### config.mk
export PLATFORM = sky130hd
export DESIGN_NAME = key_matrix_debouncer
export DESIGN_NICKNAME = d
export VERILOG_FILES = /design/src/rtl/kmd_pkg.sv /design/src/rtl/key_matrix_debouncer.sv /design/src/rtl/kmd_lane.sv /design/src/rtl/kmd_merge.sv
export SDC_FILE = /design/constraint.sdc
export NUM_CORES = 1
export LEC_CHECK = 0
export BUFFER_PORTS_ARGS = -buffer_cell sky130_fd_sc_hd__buf_4
export CORE_MARGIN = 2
export CORE_UTILIZATION = 43
export CTS_BUF_LIST = sky130_fd_sc_hd__clkbuf_4
export DETAILED_ROUTE_END_ITERATION = 16
export MAX_ROUTING_LAYER = met4
export PLACE_DENSITY = 0.61
export RECOVER_POWER = 100
export SLEW_MARGIN = 20
export SYNTH_ARGS = -nofsm -noshare
export SYNTH_HDL_FRONTEND = slang
export SYNTH_SLANG_ARGS = --single-unit
### constraint.sdc
create_clock -name aclk -period 8.3 [get_ports aclk]
set_input_delay 1.66 -clock aclk [delete_from_list [all_inputs] [get_ports aclk]]
set_output_delay 1.66 -clock aclk [all_outputs]
set_load 0.1 [all_outputs]
### src/rtl/kmd_pkg.sv
// Shared types and constants of the key matrix debouncer.
// No dependencies; every other RTL file refers to this package by scoped names.
`default_nettype none

package kmd_pkg;

    localparam int COL_FIELD_W  = 2;
    localparam int ROW_FIELD_W  = 4;
    localparam int KEY_W        = 4;
    localparam int CNT_W        = 8;
    localparam int IN_DATA_W    = 8;
    localparam int OUT_DATA_W   = 8;
    localparam logic [CNT_W-1:0] THRESH_RESET = 8'd10;

    typedef logic [CNT_W-1:0] cnt_t;

    typedef struct packed {
        logic hit;
        logic released;
    } kmd_evt_t;

endpackage

`default_nettype wire

### src/rtl/key_matrix_debouncer.sv
// Top level of the key matrix debouncer: row lanes, merging stage, threshold register.
// Depends on kmd_pkg, kmd_lane and kmd_merge.
`default_nettype none

// Each accepted beat carries one scanned column and its active-low row levels. Every
// row lane updates the debounce counter of its key in the same cycle, so a new sample
// is taken every cycle if the last one produced at most one event and the receiver is
// ready. A sample with several events holds the input until its last event enters the
// single output register, which sends one event per beat; while the receiver stalls,
// one further sample can wait behind that register. Counters live in flip-flops and
// are cleared by reset; no clearing pass is needed. Columns at or beyond NUM_COLUMNS
// are ignored, and only the lowest rows up to the four-bit row field are sampled.
module key_matrix_debouncer #(
    parameter int NUM_ROWS    = 4,
    parameter int NUM_COLUMNS = 4
) (
    input  wire logic                            aclk,
    input  wire logic                            aresetn,
    input  wire logic                            s_tvalid,
    output logic                                 s_tready,
    // [1:0] column_index, [5:2] row_levels, [7:6] zero
    input  wire logic [kmd_pkg::IN_DATA_W-1:0]   s_tdata,
    output logic                                 m_tvalid,
    input  wire logic                            m_tready,
    // [3:0] key_index, [7:4] zero
    output logic [kmd_pkg::OUT_DATA_W-1:0]       m_tdata,
    // [0] key_released
    output logic                                 m_tuser,
    output logic                                 m_tlast,
    input  wire logic                            cfg_valid,
    output logic                                 cfg_ready,
    input  wire logic [kmd_pkg::CNT_W-1:0]       cfg_data
);

    localparam int LANES     = (NUM_ROWS < kmd_pkg::ROW_FIELD_W) ? NUM_ROWS
                                                                 : kmd_pkg::ROW_FIELD_W;
    localparam int COL_DEPTH = (NUM_COLUMNS < 4) ? NUM_COLUMNS : 4;

    kmd_pkg::cnt_t                   thresh_reg;
    logic [kmd_pkg::COL_FIELD_W-1:0] col;
    logic [kmd_pkg::ROW_FIELD_W-1:0] levels;
    logic                            accept;
    logic                            col_ok;
    logic                            lane_en;
    kmd_pkg::kmd_evt_t               evt [LANES];

    assign col       = s_tdata[kmd_pkg::COL_FIELD_W-1:0];
    assign levels    = s_tdata[kmd_pkg::COL_FIELD_W +: kmd_pkg::ROW_FIELD_W];
    assign accept    = s_tvalid && s_tready;
    assign col_ok    = (32'(col) < NUM_COLUMNS);
    assign lane_en   = accept && col_ok;
    assign cfg_ready = 1'b1;

    always_ff @(posedge aclk) begin
        if (!aresetn) begin
            thresh_reg <= kmd_pkg::THRESH_RESET;
        end else if (cfg_valid && cfg_ready) begin
            thresh_reg <= cfg_data;
        end
    end

    for (genvar r = 0; r < LANES; r++) begin : g_lane
        kmd_lane #(
            .COL_DEPTH(COL_DEPTH)
        ) u_lane (
            .aclk      (aclk),
            .aresetn   (aresetn),
            .enable    (lane_en),
            .col       (col),
            .level     (levels[r]),
            .threshold (thresh_reg),
            .evt       (evt[r])
        );
    end

    kmd_merge #(
        .LANES    (LANES),
        .NUM_ROWS (NUM_ROWS)
    ) u_merge (
        .aclk     (aclk),
        .aresetn  (aresetn),
        .load     (accept),
        .col      (col),
        .evt      (evt),
        .in_ready (s_tready),
        .m_tvalid (m_tvalid),
        .m_tready (m_tready),
        .m_tdata  (m_tdata),
        .m_tuser  (m_tuser),
        .m_tlast  (m_tlast)
    );

endmodule

`default_nettype wire

### src/rtl/kmd_lane.sv
// One row lane: a bank of integrating debounce counters, one per column.
// Depends on kmd_pkg.
`default_nettype none

module kmd_lane #(
    parameter int COL_DEPTH = 4
) (
    input  wire logic                           aclk,
    input  wire logic                           aresetn,
    input  wire logic                           enable,
    input  wire logic [kmd_pkg::COL_FIELD_W-1:0] col,
    input  wire logic                           level,
    input  wire kmd_pkg::cnt_t                  threshold,
    output kmd_pkg::kmd_evt_t                   evt
);

    localparam int IDX_W = (COL_DEPTH > 1) ? $clog2(COL_DEPTH) : 1;

    kmd_pkg::cnt_t   cnt_reg [COL_DEPTH];
    kmd_pkg::cnt_t   cnt_cur;
    kmd_pkg::cnt_t   cnt_new;
    logic [IDX_W-1:0] idx;
    logic            change;

    assign idx     = col[IDX_W-1:0];
    assign cnt_cur = cnt_reg[idx];

    always_comb begin
        cnt_new      = cnt_cur;
        change       = 1'b0;
        evt.hit      = 1'b0;
        evt.released = 1'b0;
        if (!level) begin
            if (cnt_cur < threshold) begin
                cnt_new = cnt_cur + kmd_pkg::cnt_t'(1);
                change  = 1'b1;
                evt.hit = enable && (cnt_new == threshold);
            end
        end else begin
            if (cnt_cur != '0) begin
                cnt_new      = cnt_cur - kmd_pkg::cnt_t'(1);
                change       = 1'b1;
                evt.hit      = enable && (cnt_new == '0);
                evt.released = 1'b1;
            end
        end
    end

    always_ff @(posedge aclk) begin
        if (!aresetn) begin
            for (int i = 0; i < COL_DEPTH; i++) begin
                cnt_reg[i] <= '0;
            end
        end else if (enable && change) begin
            cnt_reg[idx] <= cnt_new;
        end
    end

endmodule

`default_nettype wire

### src/rtl/kmd_merge.sv
// Merging stage: holds the lane events of one sample and sends them out one beat
// at a time in ascending row order through an output register. Depends on kmd_pkg.
`default_nettype none

module kmd_merge #(
    parameter int LANES    = 4,
    parameter int NUM_ROWS = 4
) (
    input  wire logic                            aclk,
    input  wire logic                            aresetn,
    input  wire logic                            load,
    input  wire logic [kmd_pkg::COL_FIELD_W-1:0] col,
    input  wire kmd_pkg::kmd_evt_t               evt [LANES],
    output logic                                 in_ready,
    output logic                                 m_tvalid,
    input  wire logic                            m_tready,
    output logic [kmd_pkg::OUT_DATA_W-1:0]       m_tdata,
    output logic                                 m_tuser,
    output logic                                 m_tlast
);

    localparam int ROW_IDX_W = (LANES > 1) ? $clog2(LANES) : 1;

    logic [LANES-1:0]                mask_reg, mask_next, mask_after, onehot;
    logic [LANES-1:0]                rel_reg, rel_next;
    logic [kmd_pkg::COL_FIELD_W-1:0] col_reg, col_next;
    logic                            valid_reg, valid_next;
    logic [kmd_pkg::KEY_W-1:0]       key_reg, key_next;
    logic                            relo_reg, relo_next;
    logic                            last_reg, last_next;
    logic [ROW_IDX_W-1:0]            sel_row;
    logic [7:0]                      key_full;
    logic                            out_load;

    always_comb begin
        sel_row = '0;
        for (int i = LANES - 1; i >= 0; i--) begin
            if (mask_reg[i]) begin
                sel_row = ROW_IDX_W'(i);
            end
        end
    end

    assign onehot   = LANES'(1) << sel_row;
    assign key_full = 8'(col_reg) * 8'(NUM_ROWS) + 8'(sel_row);
    assign out_load = !valid_reg || m_tready;

    always_comb begin
        mask_after = mask_reg;
        valid_next = valid_reg;
        key_next   = key_reg;
        relo_next  = relo_reg;
        last_next  = last_reg;
        if (out_load) begin
            if (mask_reg != '0) begin
                mask_after = mask_reg & ~onehot;
                valid_next = 1'b1;
                key_next   = key_full[kmd_pkg::KEY_W-1:0];
                relo_next  = rel_reg[sel_row];
                last_next  = ((mask_reg & ~onehot) == '0);
            end else begin
                valid_next = 1'b0;
            end
        end
        in_ready = (mask_after == '0);
        mask_next = mask_after;
        rel_next  = rel_reg;
        col_next  = col_reg;
        if (load) begin
            for (int i = 0; i < LANES; i++) begin
                mask_next[i] = evt[i].hit;
                rel_next[i]  = evt[i].released;
            end
            col_next = col;
        end
    end

    always_ff @(posedge aclk) begin
        if (!aresetn) begin
            mask_reg  <= '0;
            valid_reg <= 1'b0;
        end else begin
            mask_reg  <= mask_next;
            valid_reg <= valid_next;
        end
        rel_reg  <= rel_next;
        col_reg  <= col_next;
        key_reg  <= key_next;
        relo_reg <= relo_next;
        last_reg <= last_next;
    end

    assign m_tvalid = valid_reg;
    assign m_tdata  = kmd_pkg::OUT_DATA_W'(key_reg);
    assign m_tuser  = relo_reg;
    assign m_tlast  = last_reg;

endmodule

`default_nettype wire

Yosys cells after proc, flatten, opt, wreduce, memory -nomap -nowiden
Memories as Yosys holds them, arrays and structs flattened. Cells that the tools add are included.

Add/sub/neg operators: 9. $lt $le $gt $ge: 5. Equality and inequality tests: 4. Shift-type cells: 1. Multiplexer cells: 71. Bitwise gates (word level): 2. Reduce and logical (&&, ||, !) cells: 31.

Operators by type and width (number): 2-to-1 mux 8 bit (16); 2-to-1 mux 1 bit (39); adder 8 x 1 -> 8 bit, second input constant (4); equality test 8 bit (4); zero test 8 bit (4); < comparator 8 bit (4); nonzero test 8 bit (4); OR reduction 8 bit (4); subtractor 8 x 1 -> 8 bit, second input constant (4); 2-to-1 mux 2 bit (12); logical AND 1 bit (13); 2-to-1 mux 4 bit (3); zero test 4 bit (2); adder 4 x 2 -> 4 bit (1); AND 4 bit (1); inverter 4 bit (1); nonzero test 4 bit (1); << shifter 1 x 2 -> 4 bit, first input constant (1); < comparator 2 x 3 -> 1 bit, second input constant (1); binary-select mux 1 bit (select 2 bit) (1); AND reduction 2 bit (1); zero test 1 bit (1); logical OR 1 bit (1).

Register bits: 25. RAM bits: 128. Bits of input ports: 21. Word-level logic and storage cells: 138. Memories: 4.

Memory list: g_lane[0].u_lane.cnt_reg (words 4, bits a word 8, read ports 1, clocked after Yosys merged registers in 0, wr ports 4, line kmd_lane.sv:19) `kmd_pkg::cnt_t cnt_reg [COL_DEPTH];`; g_lane[1].u_lane.cnt_reg (words 4, bits a word 8, read ports 1, clocked after Yosys merged registers in 0, wr ports 4, line kmd_lane.sv:19); g_lane[2].u_lane.cnt_reg (words 4, bits a word 8, read ports 1, clocked after Yosys merged registers in 0, wr ports 4, line kmd_lane.sv:19); g_lane[3].u_lane.cnt_reg (words 4, bits a word 8, read ports 1, clocked after Yosys merged registers in 0, wr ports 4, line kmd_lane.sv:19).

Logic depth before layout (Yosys ltp)
Word-level depth: 17. Mapped depth: 15.

Hierarchy
Synthesis repeated with hierarchy kept, for this count alone.

Cell total of the unflattened synthesis: 980. Area total of the unflattened synthesis: 10457.5 µm².

Modules (own cells, without submodules): kmd_lane at g_lane[1].u_lane ... (times used 2, cells an instance 233, area each 2393.5 µm², sequential area each 960.9 µm²); kmd_lane at g_lane[0].u_lane (times used 1, cells an instance 217, area each 2323.5 µm², sequential area each 960.9 µm²); kmd_lane at g_lane[3].u_lane (times used 1, cells an instance 213, area each 2280.9 µm², sequential area each 960.9 µm²); kmd_merge (times used 1, cells an instance 56, area each 752.0 µm², sequential area each 460.4 µm²); key_matrix_debouncer (times used 1, cells an instance 28, area each 314.1 µm², sequential area each 160.2 µm²).

Least setup slack after synthesis
OpenSTA, ideal clock, no wires.

Path kind: input port to flip-flop. Start: input port s_tdata[0] in the netlist's numbering. End: memory g_lane[2].u_lane.cnt_reg[3][0] in the netlist's numbering, enable pin. Library setup time: 0.384 ns. Data arrival time: 4.712 ns. Data required time: 7.916 ns. Path slack: 3.204 ns. Cell stages on the path: 14. Cells stage by stage: buf_6 -> buf_8 -> buf_6 -> mux4_2 -> buf_2 -> inv_1 -> ha_1 -> nand2b_1 -> a21oi_1 -> a2111oi_0 -> o21ai_1 -> o21ai_1 -> inv_1 -> o21ai_0.

RTL lines: from (decl) (line key_matrix_debouncer.sv:22) `input wire logic [kmd_pkg::IN_DATA_W-1:0] s_tdata,`; to (decl) (line kmd_lane.sv:19).

==> flow_metrics.env <==
export IMPL_yosysWarningCount=0
export IMPL_fp_dieArea_sq_um=23220
export IMPL_floorplan_die_height_um=152.4
export IMPL_ant_nets=0
export IMPL_largest_register_ffs=128
export IMPL_cp_max_fo=37
export IMPL_htree_num_levels=4
export IMPL_static_leakage_power_uw=0.003722
export IMPL_layout_cells_sized_above_1_pct=10.92
export IMPL_max_freq_mhz=151.4
export IMPL_gr_usage_all_layers_pct=20.78
export IMPL_grt_first_pass_wirelength_mm=36.61
export IMPL_setup_tns_final_ps=0
export IMPL_syn_instance_count=889
export IMPL_timing_setup_critical_path_class="in -> reg"
export IMPL_final_nets=963
export IMPL_chipWidth_um=152.4
export IMPL_route_final_wire_length_mm=22.92
export IMPL_floorplan_io_pins=34
export IMPL_vias_in_the_first_global_route=6656
export IMPL_timing_worst_slew_pin_value_ps=2573
export IMPL_most_numerous_cell_in_the_yosys_netlist="sky130_fd_sc_hd__nor2_1"
export IMPL_synth_top_cell_by_area="sky130_fd_sc_hd__edfxtp_1"
export IMPL_drc=0
export IMPL_rsz_0062_raised_after_global_routing="no"
export IMPL_cts_sink_count=153
export IMPL_synth_cell_type_count=69
export IMPL_grtUsageMet2_pct=32.26
export IMPL_viasPerCell=5.678
export IMPL_finalCritPeriodShare_pct=79.59
export IMPL_violations="max-capacitance violations, max-slew violations"
export IMPL_grt_busiest_layer="met2"
export IMPL_clkLatencyLatePin_ps=580
export IMPL_wl_per_cell_um=19.30
export IMPL_slew_headroom_pct=-71.52
export IMPL_min_period_ps=6606
export IMPL_fillCellCount=2060
export IMPL_report_final_setup_viol=0
export IMPL_final_seq_area_sq_um=4464
export IMPL_gpl_final_weighted_congestion=0.8646
export IMPL_run_status="complete, but fails checks"
export IMPL_use_met1_pct=28.62
export IMPL_yosys_register_bits=153
export IMPL_post_cts_buffers=0
export IMPL_multiInputGateArea_sq_um=4588
export IMPL_tritoncts="done"
export IMPL_finalClockSkew_ps=22.75
export IMPL_initial_utilization_pct=43.65
export IMPL_ys_top_cells_by_count="sky130_fd_sc_hd__nor2_1 (159), sky130_fd_sc_hd__edfxtp_1 (140), sky130_fd_sc_hd__nand2_1 (68)"
export IMPL_timing_max_cap_violations=1
export IMPL_root_buffer_cell="sky130_fd_sc_hd__clkbuf_4"
export IMPL_met3_usage_pct=3.385
export IMPL_synthesis_area_sq_um=9468
export IMPL_drt_iter0_drc=619
export IMPL_cts_inserted_buffers=17
export IMPL_max_vdd_ir_drop_uv=87.14
export IMPL_area_delta_synth_final_pct=5.445
export IMPL_number_of_enable_type_register_cells_in_the_synthesized_netlist=140
export IMPL_postCtsHoldBufs=0
export IMPL_worst_ep_arrival_time_ps=6830
export IMPL_number_of_antenna_violations_at_the_first_check_in_global_routing=1
export IMPL_totalPowerFinal_uw=1791
export IMPL_critical_path_startpoint_type="primary input"
export IMPL_slew_viol_final=38
export IMPL_power_density_cell_area_nw_per_um2=179.4
export IMPL_detailed_place_hpwl_mm=15.57
export IMPL_synth_top_flop_cell="sky130_fd_sc_hd__edfxtp_1"
export IMPL_vias=6746
export IMPL_synth_avg_cell_area_sq_um=10.65
export IMPL_synth_async_reset_ratio_pct=0
export IMPL_portBuffers=26
export IMPL_largest_cells_by_area_after_synthesis="sky130_fd_sc_hd__edfxtp_1 (44%), sky130_fd_sc_hd__mux4_2 (6.7%), sky130_fd_sc_hd__nor2_1 (6.3%), sky130_fd_sc_hd__ha_1 (6.2%), sky130_fd_sc_hd__xnor2_1 (5.5%)"
export IMPL_grt_max_degree=42
export IMPL_critPathRequiredTime_ps=8520
export IMPL_gr_total_overflow=0
export IMPL_clockBufferDepth=2
export IMPL_num_rows=54
export IMPL_post_cts_resized=0
export IMPL_seq_area_frac_synth_pct=47.15
export IMPL_fp_coreArea_sq_um=21690
export IMPL_finalHoldViolations=0
export IMPL_cts_clk_slew_worst_paths_ps=130
export IMPL_worst_setup_path_end_kind="register"
export IMPL_hold_path_class="reg -> reg"
export IMPL_synthDominantCellAreaShare_pct=44.40
export IMPL_drt_first_pass_iters=5
[worst max-delay path, stage by stage]
cell and delay (ps):
sky130_fd_sc_hd__clkbuf_1 1800, sky130_fd_sc_hd__mux4_2 670, sky130_fd_sc_hd__ha_1 260, sky130_fd_sc_hd__nor2b_1 130
sky130_fd_sc_hd__o21a_1 160, sky130_fd_sc_hd__o21ai_0 170, sky130_fd_sc_hd__a21oi_1 210, sky130_fd_sc_hd__or2_2 390
sky130_fd_sc_hd__o21ai_0 420, sky130_fd_sc_hd__nand2_1 430, sky130_fd_sc_hd__nand2_1 510
[path summary, 6_finish.rpt]
path,start,end,slack [ps],depth (start not counted)
min reg2reg,u_merge.col_reg[1],u_merge.key_reg[3],450,0
max reg2reg,g_lane[0].u_lane.cnt_reg[2][0],g_lane[0].u_lane.cnt_reg[2][0],4220,11
max,s_tdata[1],g_lane[0].u_lane.cnt_reg[2][0],1690,11
min,u_merge.col_reg[1],u_merge.key_reg[3],450,0
[stage by stage]
stage | utilization, % | setup WS, ps | hold slack [ps] | std cells | area (sq um)
floorplan | - | 3204 | 400.3 | 892 | 9479
global placement | 45.07 | 2311 | 402.3 | 1156 | 9776
detailed placement | 45.07 | 2262 | 417.3 | 1156 | 9776
CTS | 46.27 | 2889 | 446.1 | 1187 | 10030
global route | 46.03 | 1374 | 455.6 | 1188 | 9983
finish | 46.03 | 1694 | 451.8 | 1188 | 9983
[area by class of cell]
class	instances	area share, %
Tap cell	280	3.509
Clock inverter	12	1.166
Multi-Input combinational cell	654	45.96
Timing Repair Buffer	28	1.654
Clock buffer	19	1.429
Inverter	41	1.542
Antenna cell	1	0.02507
Sequential cell	153	44.72
[layout by cell type, fill, tap and decap left out, types with 9 or more instances in the layout]
cell,n
sky130_fd_sc_hd__dfxtp_1,13
sky130_fd_sc_hd__edfxtp_1,140
sky130_fd_sc_hd__nor3_1,31
sky130_fd_sc_hd__mux4_2,28
sky130_fd_sc_hd__clkbuf_1,12
sky130_fd_sc_hd__clkbuf_4,20
sky130_fd_sc_hd__nor2_1,159
sky130_fd_sc_hd__ha_1,47
sky130_fd_sc_hd__xor2_1,22
sky130_fd_sc_hd__a21oi_1,22
sky130_fd_sc_hd__xnor2_1,59
sky130_fd_sc_hd__buf_4,15
sky130_fd_sc_hd__inv_1,38
sky130_fd_sc_hd__nand2_1,68
sky130_fd_sc_hd__and3_1,9
sky130_fd_sc_hd__mux2i_1,20
sky130_fd_sc_hd__o21ai_0,30
sky130_fd_sc_hd__nand3_1,29
[power by group]
part           internal [uW]  switching (uW)  total, uW
clock                    157             302        459
sequential               886            16.8        902
combinational            152             277        430
total                   1190             596       1790
[per-layer routing]
metal	vias to the layer above	wire, um
li1	3203	-
met1	3326	10470
met2	193	10850
met3	24	1328
met4	0	278
met5	-	0
[cells by family after synthesis]
family	after synthesis	synth area share [%]
AND/OR/NAND/NOR	349	16.77
flip-flops	153	47.15
AO/OA/AOI/OAI	116	8.115
buffers and inverters	85	4.414
XOR/XNOR	82	7.665
multiplexers	54	9.488
adder cells (fa/ha/maj)	48	6.317
other	2	0.07932
No activity file was read; power rests on OpenSTA's default activity.
